## config.mk

```make
export PLATFORM = sky130hd
export DESIGN_NAME = servo_face_tracking_step
export DESIGN_NICKNAME = d
export VERILOG_FILES = /design/src/rtl/sfts_pkg.sv /design/src/rtl/servo_face_tracking_step.sv /design/src/rtl/sfts_ctl.sv /design/src/rtl/sfts_lane.sv
export VERILOG_INCLUDE_DIRS = /design/src /design/src/rtl
export SDC_FILE = /design/constraint.sdc
export NUM_CORES = 2
export LEC_CHECK = 0
export BUFFER_PORTS_ARGS = -buffer_cell sky130_fd_sc_hd__buf_2
export CAP_MARGIN = 20
export CELL_PAD_IN_SITES_DETAIL_PLACEMENT = 1
export CELL_PAD_IN_SITES_GLOBAL_PLACEMENT = 1
export CORE_MARGIN = 5
export CORE_UTILIZATION = 38
export CTS_CLUSTER_SIZE = 10
export DETAILED_ROUTE_END_ITERATION = 12
export PLACE_DENSITY = 0.72
export SETUP_SLACK_MARGIN = 0.5
export SYNTH_ARGS = -nofsm -noshare
export SYNTH_HDL_FRONTEND = slang
export SYNTH_SLANG_ARGS = --single-unit
```

## constraint.sdc

```tcl
create_clock -name clk -period 9.63 [get_ports clk]
set_input_delay 0.4815 -clock clk [delete_from_list [all_inputs] [get_ports clk]]
set_output_delay 0.4815 -clock clk [all_outputs]
set_load 0.05 [all_outputs]
```

## src/rtl/servo_face_tracking_step_defines.svh

```systemverilog
// ----------------------------------------------------------------------------
// Servo face tracking step: assertion macros
// Shared property forms for the block's concurrent checks.
// ----------------------------------------------------------------------------
`ifndef SERVO_FACE_TRACKING_STEP_DEFINES_SVH
`define SERVO_FACE_TRACKING_STEP_DEFINES_SVH

// same-cycle implication, clocked on clk, off during reset
`define SFTS_ASSERT_IMP(lbl, ante, cons, msg) \
    lbl: assert property (@(posedge clk) disable iff (!rst_n) (ante) |-> (cons)) \
        else $error(msg);

// next-cycle implication, clocked on clk, off during reset
`define SFTS_ASSERT_NXT(lbl, ante, cons, msg) \
    lbl: assert property (@(posedge clk) disable iff (!rst_n) (ante) |=> (cons)) \
        else $error(msg);

`endif

```

## src/rtl/sfts_pkg.sv

```systemverilog
// ----------------------------------------------------------------------------
// sfts_pkg
// Types and constants shared by the servo face tracking step block.
// ----------------------------------------------------------------------------
package sfts_pkg;

    localparam int COORD_WIDTH     = 12;
    localparam int ANGLE_WIDTH     = 8;
    localparam int SIZE_WIDTH      = COORD_WIDTH - 1;
    localparam int SCALE_WIDTH     = 10;
    localparam int STEP_WIDTH      = 7;
    localparam int DIV_BITS        = STEP_WIDTH;
    localparam int ERR_WIDTH       = COORD_WIDTH + 1;
    localparam int MAG_WIDTH       = COORD_WIDTH;
    localparam int PROD_WIDTH      = MAG_WIDTH + SCALE_WIDTH;
    localparam int LAST_STAGE      = 2 + DIV_BITS;
    localparam int NUM_STAGES      = LAST_STAGE + 1;
    localparam int NEXT_WIDTH      = ANGLE_WIDTH + 2;
    localparam int CFG_INDEX_WIDTH = 2;
    localparam int CFG_DATA_WIDTH  = (SCALE_WIDTH > ANGLE_WIDTH) ? SCALE_WIDTH : ANGLE_WIDTH;

    localparam logic [CFG_INDEX_WIDTH-1:0] CFG_GAIN        = 2'd0;
    localparam logic [CFG_INDEX_WIDTH-1:0] CFG_MAX_STEP    = 2'd1;
    localparam logic [CFG_INDEX_WIDTH-1:0] CFG_ANGLE_FLOOR = 2'd2;
    localparam logic [CFG_INDEX_WIDTH-1:0] CFG_ANGLE_CEIL  = 2'd3;

    localparam logic [SCALE_WIDTH-1:0] GAIN_RST        = SCALE_WIDTH'(20);
    localparam logic [STEP_WIDTH-1:0]  MAX_STEP_RST    = STEP_WIDTH'(5);
    localparam logic [ANGLE_WIDTH-1:0] ANGLE_FLOOR_RST = ANGLE_WIDTH'(0);
    localparam logic [ANGLE_WIDTH-1:0] ANGLE_CEIL_RST  = ANGLE_WIDTH'(180);

    typedef struct packed {
        logic                          face_found;
        logic signed [COORD_WIDTH-1:0] box_left;
        logic signed [COORD_WIDTH-1:0] box_top;
        logic [SIZE_WIDTH-1:0]         box_width;
        logic [SIZE_WIDTH-1:0]         box_height;
        logic [SIZE_WIDTH-1:0]         frame_width;
        logic [SIZE_WIDTH-1:0]         frame_height;
        logic [ANGLE_WIDTH-1:0]        current_pan_angle;
        logic [ANGLE_WIDTH-1:0]        current_tilt_angle;
    } item_t;

    typedef struct packed {
        logic [ANGLE_WIDTH-1:0] new_pan_angle;
        logic                   pan_move;
        logic [ANGLE_WIDTH-1:0] new_tilt_angle;
        logic                   tilt_move;
    } result_t;

    typedef struct packed {
        logic [SCALE_WIDTH-1:0] gain;
        logic [STEP_WIDTH-1:0]  max_step;
        logic [ANGLE_WIDTH-1:0] angle_floor;
        logic [ANGLE_WIDTH-1:0] angle_ceil;
    } cfg_t;

    typedef struct packed {
        logic [NUM_STAGES-1:0] load;
    } pipe_ctl_t;

    typedef struct packed {
        logic [ANGLE_WIDTH-1:0] angle;
        logic                   move;
    } lane_out_t;

endpackage

```

## src/rtl/servo_face_tracking_step.sv

```systemverilog
// ----------------------------------------------------------------------------
// servo_face_tracking_step
// Pan and tilt servo update from one face box: two axis lanes side by side,
// merged into one result register.
//
//   channel   valid         stall          payload
//   request   item_valid    item_stall     item   (item_t)
//   result    result_valid  result_stall   result (result_t)
//   config    cfg_en        -              cfg_index, cfg_data
//
// One request per cycle while item_stall is low; each request passes through
// one error stage, one multiply stage, one overflow stage, seven divide stages
// of one quotient bit each, then the result register.
// Empty stages fill while the result register is stalled.
// rst_n clears stage valid bits and loads the register reset values.
// ----------------------------------------------------------------------------
`include "servo_face_tracking_step_defines.svh"

module servo_face_tracking_step
    import sfts_pkg::*;
(
    input  logic                       clk,
    input  logic                       rst_n,
    input  logic                       item_valid,
    output logic                       item_stall,
    input  item_t                      item,
    output logic                       result_valid,
    input  logic                       result_stall,
    output result_t                    result,
    input  logic                       cfg_en,
    input  logic [CFG_INDEX_WIDTH-1:0] cfg_index,
    input  logic [CFG_DATA_WIDTH-1:0]  cfg_data
);

    cfg_t                  cfg_reg;
    pipe_ctl_t             ctl;
    logic                  last_valid;
    logic                  out_ready;
    logic                  active;
    lane_out_t             pan_res;
    lane_out_t             tilt_res;
    logic                  result_valid_reg;
    result_t               result_reg;
    logic                  lim_ok;
    logic                  pan_chk;
    logic                  pan_ok;
    logic                  tilt_chk;
    logic                  tilt_ok;
    logic                  step_wr;
    logic [STEP_WIDTH-1:0] step_wdata;

    always_ff @(posedge clk or negedge rst_n)
    begin
        if (!rst_n)
        begin
            cfg_reg.gain        <= GAIN_RST;
            cfg_reg.max_step    <= MAX_STEP_RST;
            cfg_reg.angle_floor <= ANGLE_FLOOR_RST;
            cfg_reg.angle_ceil  <= ANGLE_CEIL_RST;
        end
        else if (cfg_en)
        begin
            case (cfg_index)
                CFG_GAIN:        cfg_reg.gain        <= cfg_data[SCALE_WIDTH-1:0];
                CFG_MAX_STEP:    cfg_reg.max_step    <= cfg_data[STEP_WIDTH-1:0];
                CFG_ANGLE_FLOOR: cfg_reg.angle_floor <= cfg_data[ANGLE_WIDTH-1:0];
                CFG_ANGLE_CEIL:  cfg_reg.angle_ceil  <= cfg_data[ANGLE_WIDTH-1:0];
                default:         cfg_reg             <= cfg_reg;
            endcase
        end
    end

    assign out_ready = !result_valid_reg || !result_stall;
    assign active    = item.face_found && (item.frame_width != '0)
                       && (item.frame_height != '0);

    sfts_ctl u_ctl (
        .clk        (clk),
        .rst_n      (rst_n),
        .item_valid (item_valid),
        .out_ready  (out_ready),
        .item_stall (item_stall),
        .ctl        (ctl),
        .last_valid (last_valid)
    );

    sfts_lane u_pan (
        .clk    (clk),
        .ctl    (ctl),
        .cfg    (cfg_reg),
        .active (active),
        .corner (item.box_left),
        .size   (item.box_width),
        .frame  (item.frame_width),
        .cur    (item.current_pan_angle),
        .res    (pan_res)
    );

    sfts_lane u_tilt (
        .clk    (clk),
        .ctl    (ctl),
        .cfg    (cfg_reg),
        .active (active),
        .corner (item.box_top),
        .size   (item.box_height),
        .frame  (item.frame_height),
        .cur    (item.current_tilt_angle),
        .res    (tilt_res)
    );

    always_ff @(posedge clk or negedge rst_n)
    begin
        if (!rst_n)
        begin
            result_valid_reg <= 1'b0;
        end
        else if (out_ready)
        begin
            result_valid_reg <= last_valid;
        end
    end

    always_ff @(posedge clk)
    begin
        if (out_ready && last_valid)
        begin
            result_reg.new_pan_angle  <= pan_res.angle;
            result_reg.pan_move       <= pan_res.move;
            result_reg.new_tilt_angle <= tilt_res.angle;
            result_reg.tilt_move      <= tilt_res.move;
        end
    end

    assign result_valid = result_valid_reg;
    assign result       = result_reg;

    assign lim_ok     = cfg_reg.angle_floor <= cfg_reg.angle_ceil;
    assign pan_chk    = result_valid_reg && result_reg.pan_move && lim_ok;
    assign pan_ok     = (result_reg.new_pan_angle >= cfg_reg.angle_floor)
                        && (result_reg.new_pan_angle <= cfg_reg.angle_ceil);
    assign tilt_chk   = result_valid_reg && result_reg.tilt_move && lim_ok;
    assign tilt_ok    = (result_reg.new_tilt_angle >= cfg_reg.angle_floor)
                        && (result_reg.new_tilt_angle <= cfg_reg.angle_ceil);
    assign step_wr    = cfg_en && (cfg_index == CFG_MAX_STEP);
    assign step_wdata = cfg_data[STEP_WIDTH-1:0];

    `SFTS_ASSERT_IMP(a_no_stall_when_empty, !result_valid_reg, !item_stall, "stall while empty")
    `SFTS_ASSERT_IMP(a_pan_in_limits, pan_chk, pan_ok, "pan angle outside limits")
    `SFTS_ASSERT_IMP(a_tilt_in_limits, tilt_chk, tilt_ok, "tilt angle outside limits")
    `SFTS_ASSERT_NXT(a_step_wr, step_wr, cfg_reg.max_step == $past(step_wdata), "max_step lost")

endmodule

```

## src/rtl/sfts_ctl.sv

```systemverilog
// ----------------------------------------------------------------------------
// sfts_ctl
// Stage valid bits and load enables; bubbles collapse under a stalled output.
// ----------------------------------------------------------------------------
module sfts_ctl
    import sfts_pkg::*;
(
    input  logic      clk,
    input  logic      rst_n,
    input  logic      item_valid,
    input  logic      out_ready,
    output logic      item_stall,
    output pipe_ctl_t ctl,
    output logic      last_valid
);

    logic [NUM_STAGES-1:0] valid_reg;
    logic [NUM_STAGES-1:0] valid_next;
    logic [NUM_STAGES:0]   en;

    always_comb
    begin
        en[NUM_STAGES] = out_ready;
        for (int k = NUM_STAGES - 1; k >= 0; k--)
        begin
            en[k] = !valid_reg[k] || en[k+1];
        end
        ctl.load[0]   = item_valid && en[0];
        valid_next[0] = en[0] ? item_valid : valid_reg[0];
        for (int k = 1; k < NUM_STAGES; k++)
        begin
            ctl.load[k]   = valid_reg[k-1] && en[k];
            valid_next[k] = en[k] ? valid_reg[k-1] : valid_reg[k];
        end
    end

    always_ff @(posedge clk or negedge rst_n)
    begin
        if (!rst_n)
        begin
            valid_reg <= '0;
        end
        else
        begin
            valid_reg <= valid_next;
        end
    end

    assign item_stall = !en[0];
    assign last_valid = valid_reg[LAST_STAGE];

endmodule

```

## src/rtl/sfts_lane.sv

```systemverilog
// ----------------------------------------------------------------------------
// sfts_lane
// One axis: pixel error, gain multiply, restoring divide one quotient bit
// per stage, step clamp and angle clamp.
// ----------------------------------------------------------------------------
module sfts_lane
    import sfts_pkg::*;
(
    input  logic                          clk,
    input  pipe_ctl_t                     ctl,
    input  cfg_t                          cfg,
    input  logic                          active,
    input  logic signed [COORD_WIDTH-1:0] corner,
    input  logic [SIZE_WIDTH-1:0]         size,
    input  logic [SIZE_WIDTH-1:0]         frame,
    input  logic [ANGLE_WIDTH-1:0]        cur,
    output lane_out_t                     res
);

    logic signed [ERR_WIDTH-1:0] err_full;
    logic [ERR_WIDTH-1:0]        err_abs;
    logic                        err_neg;

    logic                   neg_reg   [0:LAST_STAGE];
    logic                   act_reg   [0:LAST_STAGE];
    logic [ANGLE_WIDTH-1:0] cur_reg   [0:LAST_STAGE];
    logic [SIZE_WIDTH-1:0]  frame_reg [0:LAST_STAGE-1];
    logic [MAG_WIDTH-1:0]   mag_reg;
    logic [PROD_WIDTH-1:0]  rem_reg   [1:LAST_STAGE-1];
    logic                   big_reg   [2:LAST_STAGE];
    logic [STEP_WIDTH-1:0]  quo_reg   [3:LAST_STAGE];

    assign err_full = ERR_WIDTH'(corner)
                    + $signed({3'b000, size[SIZE_WIDTH-1:1]})
                    - $signed({3'b000, frame[SIZE_WIDTH-1:1]});
    assign err_neg  = err_full[ERR_WIDTH-1];
    assign err_abs  = err_neg ? ERR_WIDTH'(-err_full) : err_full;

    always_ff @(posedge clk)
    begin
        if (ctl.load[0])
        begin
            neg_reg[0]   <= err_neg;
            act_reg[0]   <= active;
            cur_reg[0]   <= cur;
            frame_reg[0] <= frame;
            mag_reg      <= err_abs[MAG_WIDTH-1:0];
        end
        for (int k = 1; k <= LAST_STAGE; k++)
        begin
            if (ctl.load[k])
            begin
                neg_reg[k] <= neg_reg[k-1];
                act_reg[k] <= act_reg[k-1];
                cur_reg[k] <= cur_reg[k-1];
            end
        end
        for (int k = 1; k < LAST_STAGE; k++)
        begin
            if (ctl.load[k])
            begin
                frame_reg[k] <= frame_reg[k-1];
            end
        end
        if (ctl.load[1])
        begin
            rem_reg[1] <= PROD_WIDTH'(mag_reg) * PROD_WIDTH'(cfg.gain);
        end
        if (ctl.load[2])
        begin
            rem_reg[2] <= rem_reg[1];
            big_reg[2] <= rem_reg[1] >= PROD_WIDTH'({frame_reg[1], DIV_BITS'(0)});
        end
        for (int k = 3; k <= LAST_STAGE; k++)
        begin
            if (ctl.load[k])
            begin
                big_reg[k] <= big_reg[k-1];
            end
        end
    end

    for (genvar k = 3; k <= LAST_STAGE; k++)
    begin : g_div
        logic [PROD_WIDTH-1:0] dvs;
        logic                  fits;
        logic [STEP_WIDTH-1:0] q_prev;
        logic [STEP_WIDTH-1:0] q_next;

        assign dvs  = PROD_WIDTH'(frame_reg[k-1]) << (LAST_STAGE - k);
        assign fits = rem_reg[k-1] >= dvs;

        if (k == 3)
        begin : g_first
            assign q_prev = '0;
        end
        else
        begin : g_rest
            assign q_prev = quo_reg[k-1];
        end

        always_comb
        begin
            q_next                 = q_prev;
            q_next[LAST_STAGE - k] = fits;
        end

        always_ff @(posedge clk)
        begin
            if (ctl.load[k])
            begin
                quo_reg[k] <= q_next;
            end
        end

        if (k < LAST_STAGE)
        begin : g_rem
            always_ff @(posedge clk)
            begin
                if (ctl.load[k])
                begin
                    rem_reg[k] <= fits ? rem_reg[k-1] - dvs : rem_reg[k-1];
                end
            end
        end
    end

    logic [STEP_WIDTH-1:0]        step;
    logic                         move;
    logic signed [NEXT_WIDTH-1:0] cur_s;
    logic signed [NEXT_WIDTH-1:0] step_s;
    logic signed [NEXT_WIDTH-1:0] sum;
    logic [ANGLE_WIDTH-1:0]       clamped;

    always_comb
    begin
        if (big_reg[LAST_STAGE] || (quo_reg[LAST_STAGE] > cfg.max_step))
        begin
            step = cfg.max_step;
        end
        else
        begin
            step = quo_reg[LAST_STAGE];
        end
        move   = act_reg[LAST_STAGE] && (step != '0);
        cur_s  = $signed(NEXT_WIDTH'(cur_reg[LAST_STAGE]));
        step_s = $signed(NEXT_WIDTH'(step));
        // negative error means a negative step: angle goes up
        sum    = neg_reg[LAST_STAGE] ? cur_s + step_s : cur_s - step_s;
        if (sum < $signed(NEXT_WIDTH'(cfg.angle_floor)))
        begin
            clamped = cfg.angle_floor;
        end
        else if (sum > $signed(NEXT_WIDTH'(cfg.angle_ceil)))
        begin
            clamped = cfg.angle_ceil;
        end
        else
        begin
            clamped = sum[ANGLE_WIDTH-1:0];
        end
        res.move  = move;
        res.angle = move ? clamped : cur_reg[LAST_STAGE];
    end

endmodule
```

==> impl_metrics.json <==
{
  "status": "finished clean",
  "cts_root_buffer": "clkbuf_16",
  "crit_required_ns": 10.05,
  "wl_met2_mm": 60.1,
  "totalWireLength_mm": 112,
  "grt_max_degree": 76,
  "grt_use_total": 0.161,
  "drc_errors": 0,
  "post_cts_resized": 0,
  "grt-ovfl-total": 0,
  "drt-initial-drc-count": 1385,
  "wire_per_inst_um": 18.2,
  "min_to": "cfg_reg[31]$_DFFE_PN0P_",
  "grt_pass1_vias": 34207,
  "cts_tree": "built",
  "maxSlewViolCount": 0,
  "ctsLongestPathBuffers": 3,
  "post-route-period-util": 0.694,
  "highest_layer": "met4",
  "fmax_mhz": 150,
  "cp_max_fo": 14,
  "start_util": 0.383,
  "io_buffers": 119,
  "grt_pass1_wl_mm": 183,
  "cts_hold_buf": 35,
  "worst_pin_slew_ns": 1.09,
  "hp-class": "primary input to flip-flop",
  "worstHoldStart": "cfg_data[8]",
  "cp.arrival_ns": 7.10,
  "numCtsBuffers": 101,
  "syn-cell-area_sq_mm": 0.0505,
  "rr_startpoint": "cfg_reg[20]$_DFFE_PN0P_",
  "async_reset_ff_frac": 0.0490,
  "drv_cap": 0,
  "rows": 133,
  "rsz0062_at_grt": "false",
  "drive_gt1_frac": 0.0869,
  "die_h_um": 374,
  "synth_cell_types": 73,
  "ys_seq_area_frac": 0.530,
  "synth_edf_count": 854,
  "synth-main-ff-cell": "edfxtp_1",
  "startpoint_type": "flip-flop",
  "htree_levels": 3,
  "fin_skew_ns": 0.0506,
  "core_area_sq_mm": 0.132,
  "rr_worst_depth": 27,
  "ant_nets": 0,
  "dr_total_vias": 30892,
  "setup_tns_ns": 0,
  "syn_avg_cell_area_sq_um": 12.2,
  "ys_warn_count": 0,
  "antenna_found_initial": 6,
  "setup_viol": 0,
  "dp_hpwl_mm": 84.8,
  "area_delta_synth_final_pct": 11.9,
  "die_area_sq_mm": 0.140,
  "worst_slew_margin_rel": 0.274,
  "die_width_um": 374,
  "timing.final.hold_violations": 0,
  "reg2reg_slack_ns": 2.95,
  "end_kind": "flip-flop",
  "dr.pass1.iters": 5,
  "clock_latency_ns": 0.71,
  "final_nets": 5041,
  "synth_fp_nets": 4839,
  "clock-sinks": 898,
  "hold_path_depth": 2,
  "ys_ff_latch": 898,
  "ios": 122,
  "place_congestion": 0.814,
  "critPathKind": "flip-flop to flip-flop",
  "cts_setup_buffers": 0,
  "min_period_ns": 6.68,
  "path_clk_slew_ns": 0.06,
  "reg2reg_to": "result[3]$_DFFE_PP_",
  "viasPerCell": 5.02,
  "wl_met1_mm": 45.6,
  "wl_met3_mm": 2.67,
  "syn_inst": 4148
}
-- critical path: stages (launching register included) --
cell and delay (ns):
dfrtp_1 0.40, inv_1 0.16, ha_1 0.28, a21oi_1 0.14
nor2b_1 0.05, o21ai_0 0.12, o21ai_0 0.10, o22a_1 0.21
nor2_1 0.58, mux2_2 0.47, ha_1 0.22, inv_1 0.07
fa_1 0.21, nor2b_1 0.07, o21ai_0 0.26, a21oi_1 0.17
nand2b_1 0.18, a21oi_1 0.49, ha_1 0.36, o21ai_0 0.09
a21oi_1 0.06, nor3_1 0.20, o21ai_0 0.15, a31oi_1 0.55
buf_4 0.27, mux2_2 0.35, mux2i_1 0.13, o21ai_0 0.09
-- Yosys cell counts (all sizes together), types with 8 or more instances --
| library cell | number | area share |
|---|---|---|
| edfxtp | 854 | 0.51 |
| inv | 543 | 0.040 |
| ha | 397 | 0.098 |
| nand2 | 333 | 0.025 |
| o21ai | 193 | 0.019 |
| fa | 192 | 0.076 |
| nor2 | 187 | 0.014 |
| a21oi | 180 | 0.018 |
| xnor2 | 148 | 0.026 |
| and2 | 118 | 0.015 |
| xor2 | 112 | 0.019 |
| nor3 | 75 | 0.0075 |
| clkbuf | 71 | 0.0053 |
| mux2 | 64 | 0.014 |
| a21o | 56 | 0.0083 |
| nor2b | 52 | 0.0064 |
| nand2b | 43 | 0.0053 |
| mux2i | 38 | 0.0075 |
| nand3 | 38 | 0.0038 |
| dfrtp | 36 | 0.018 |
| nor4 | 35 | 0.0043 |
| o21a | 32 | 0.0048 |
| nand4 | 29 | 0.0036 |
| a31oi | 24 | 0.0031 |
| o31ai | 24 | 0.0036 |
| or3 | 23 | 0.0029 |
| a211oi | 20 | 0.0032 |
| or2 | 19 | 0.0024 |
| o21bai | 17 | 0.0025 |
| a21boi | 15 | 0.0022 |
| and3 | 14 | 0.0017 |
| nand3b | 13 | 0.0019 |
| o211ai | 13 | 0.0019 |
| nand4b | 12 | 0.0021 |
| nor4b | 12 | 0.0021 |
| or4 | 12 | 0.0018 |
| o41ai | 10 | 0.0021 |
| buf | 9 | 0.00082 |
| a211o | 8 | 0.0014 |
| dfstp | 8 | 0.0042 |
-- cells in the final DEF (no fill, tap or decap), drive strengths merged, types with 64 or more instances in the layout --
cell and n:
nor2 187, xnor2 148, mux2 64, o21ai 193, nand2 333, clkbuf 135, edfxtp 854, ha 397
and2 118, fa 192, xor2 112, buf 143, inv 545, nor3 75, a21oi 180
-- worst max-delay path by stage --
| stage | end | startpoint | slack (ns) |
|---|---|---|---|
| global placement | result[8]$_DFFE_PP_ | cfg_reg[20]$_DFFE_PN0P_ | 2.96 |
| finish | result[3]$_DFFE_PP_ | cfg_reg[20]$_DFFE_PN0P_ | 2.95 |
| floorplan | u_pan.big_reg[0][5]$_DFFE_PP_ | result_valid$_DFFE_PN0P_ | 3.73 |
| global route | result[6]$_DFFE_PP_ | cfg_reg[20]$_DFFE_PN0P_ | 2.56 |
| detailed placement | result[7]$_DFFE_PP_ | cfg_reg[20]$_DFFE_PN0P_ | 2.84 |
| CTS | result[7]$_DFFE_PP_ | cfg_reg[20]$_DFFE_PN0P_ | 2.78 |
-- through the flow --
| stage | hold WS [ns] | cells | instance area [sq um] | util | worst slack [ns] |
|---|---|---|---|---|---|
| floorplan | 0.186 | 4148 | 50500 | - | 3.73 |
| global placement | 0.400 | 5961 | 53200 | 0.403 | 2.96 |
| detailed placement | 0.405 | 5963 | 53200 | 0.404 | 2.84 |
| CTS | 0.00903 | 6145 | 56400 | 0.428 | 2.78 |
| global route | 0.0353 | 6151 | 56500 | 0.429 | 2.56 |
| finish | 0.0637 | 6151 | 56500 | 0.429 | 2.95 |
-- layer usage --
| layer | GRT usage | up-vias |
|---|---|---|
| met5 | 0 | - |
| met4 | 0.0606 | 0 |
| met3 | 0.0194 | 191 |
| met2 | 0.303 | 368 |
| met1 | 0.186 | 15381 |
| li1 | - | 14952 |
-- logic make-up (layout without fill, tap and decap cells) --
group           Yosys count  count (layout)  synth area share
compound gates          645             645            0.0800
xor+xnor                260             260            0.0451
other cells               0               2                 0
flops                   898             898             0.530
fa+ha+maj               589             589             0.175
buf+inv                 623             869            0.0465
simple gates           1031            1031             0.102
mux                     102             102            0.0218
-- layout make-up --
cell class	count	area [sq um]
Tap cell	1755	2200
Sequential cell	898	26800
Fill cell	13974	75300
Multi-Input combinational cell	2627	21400
Antenna cell	2	5.00
Clock buffer	134	2650
Inverter	543	2040
Timing Repair Buffer	179	1160
Clock inverter	13	251
Power is not shown: default switching activity piles up to over one toggle a cycle in this logic, so the estimate is an artifact.
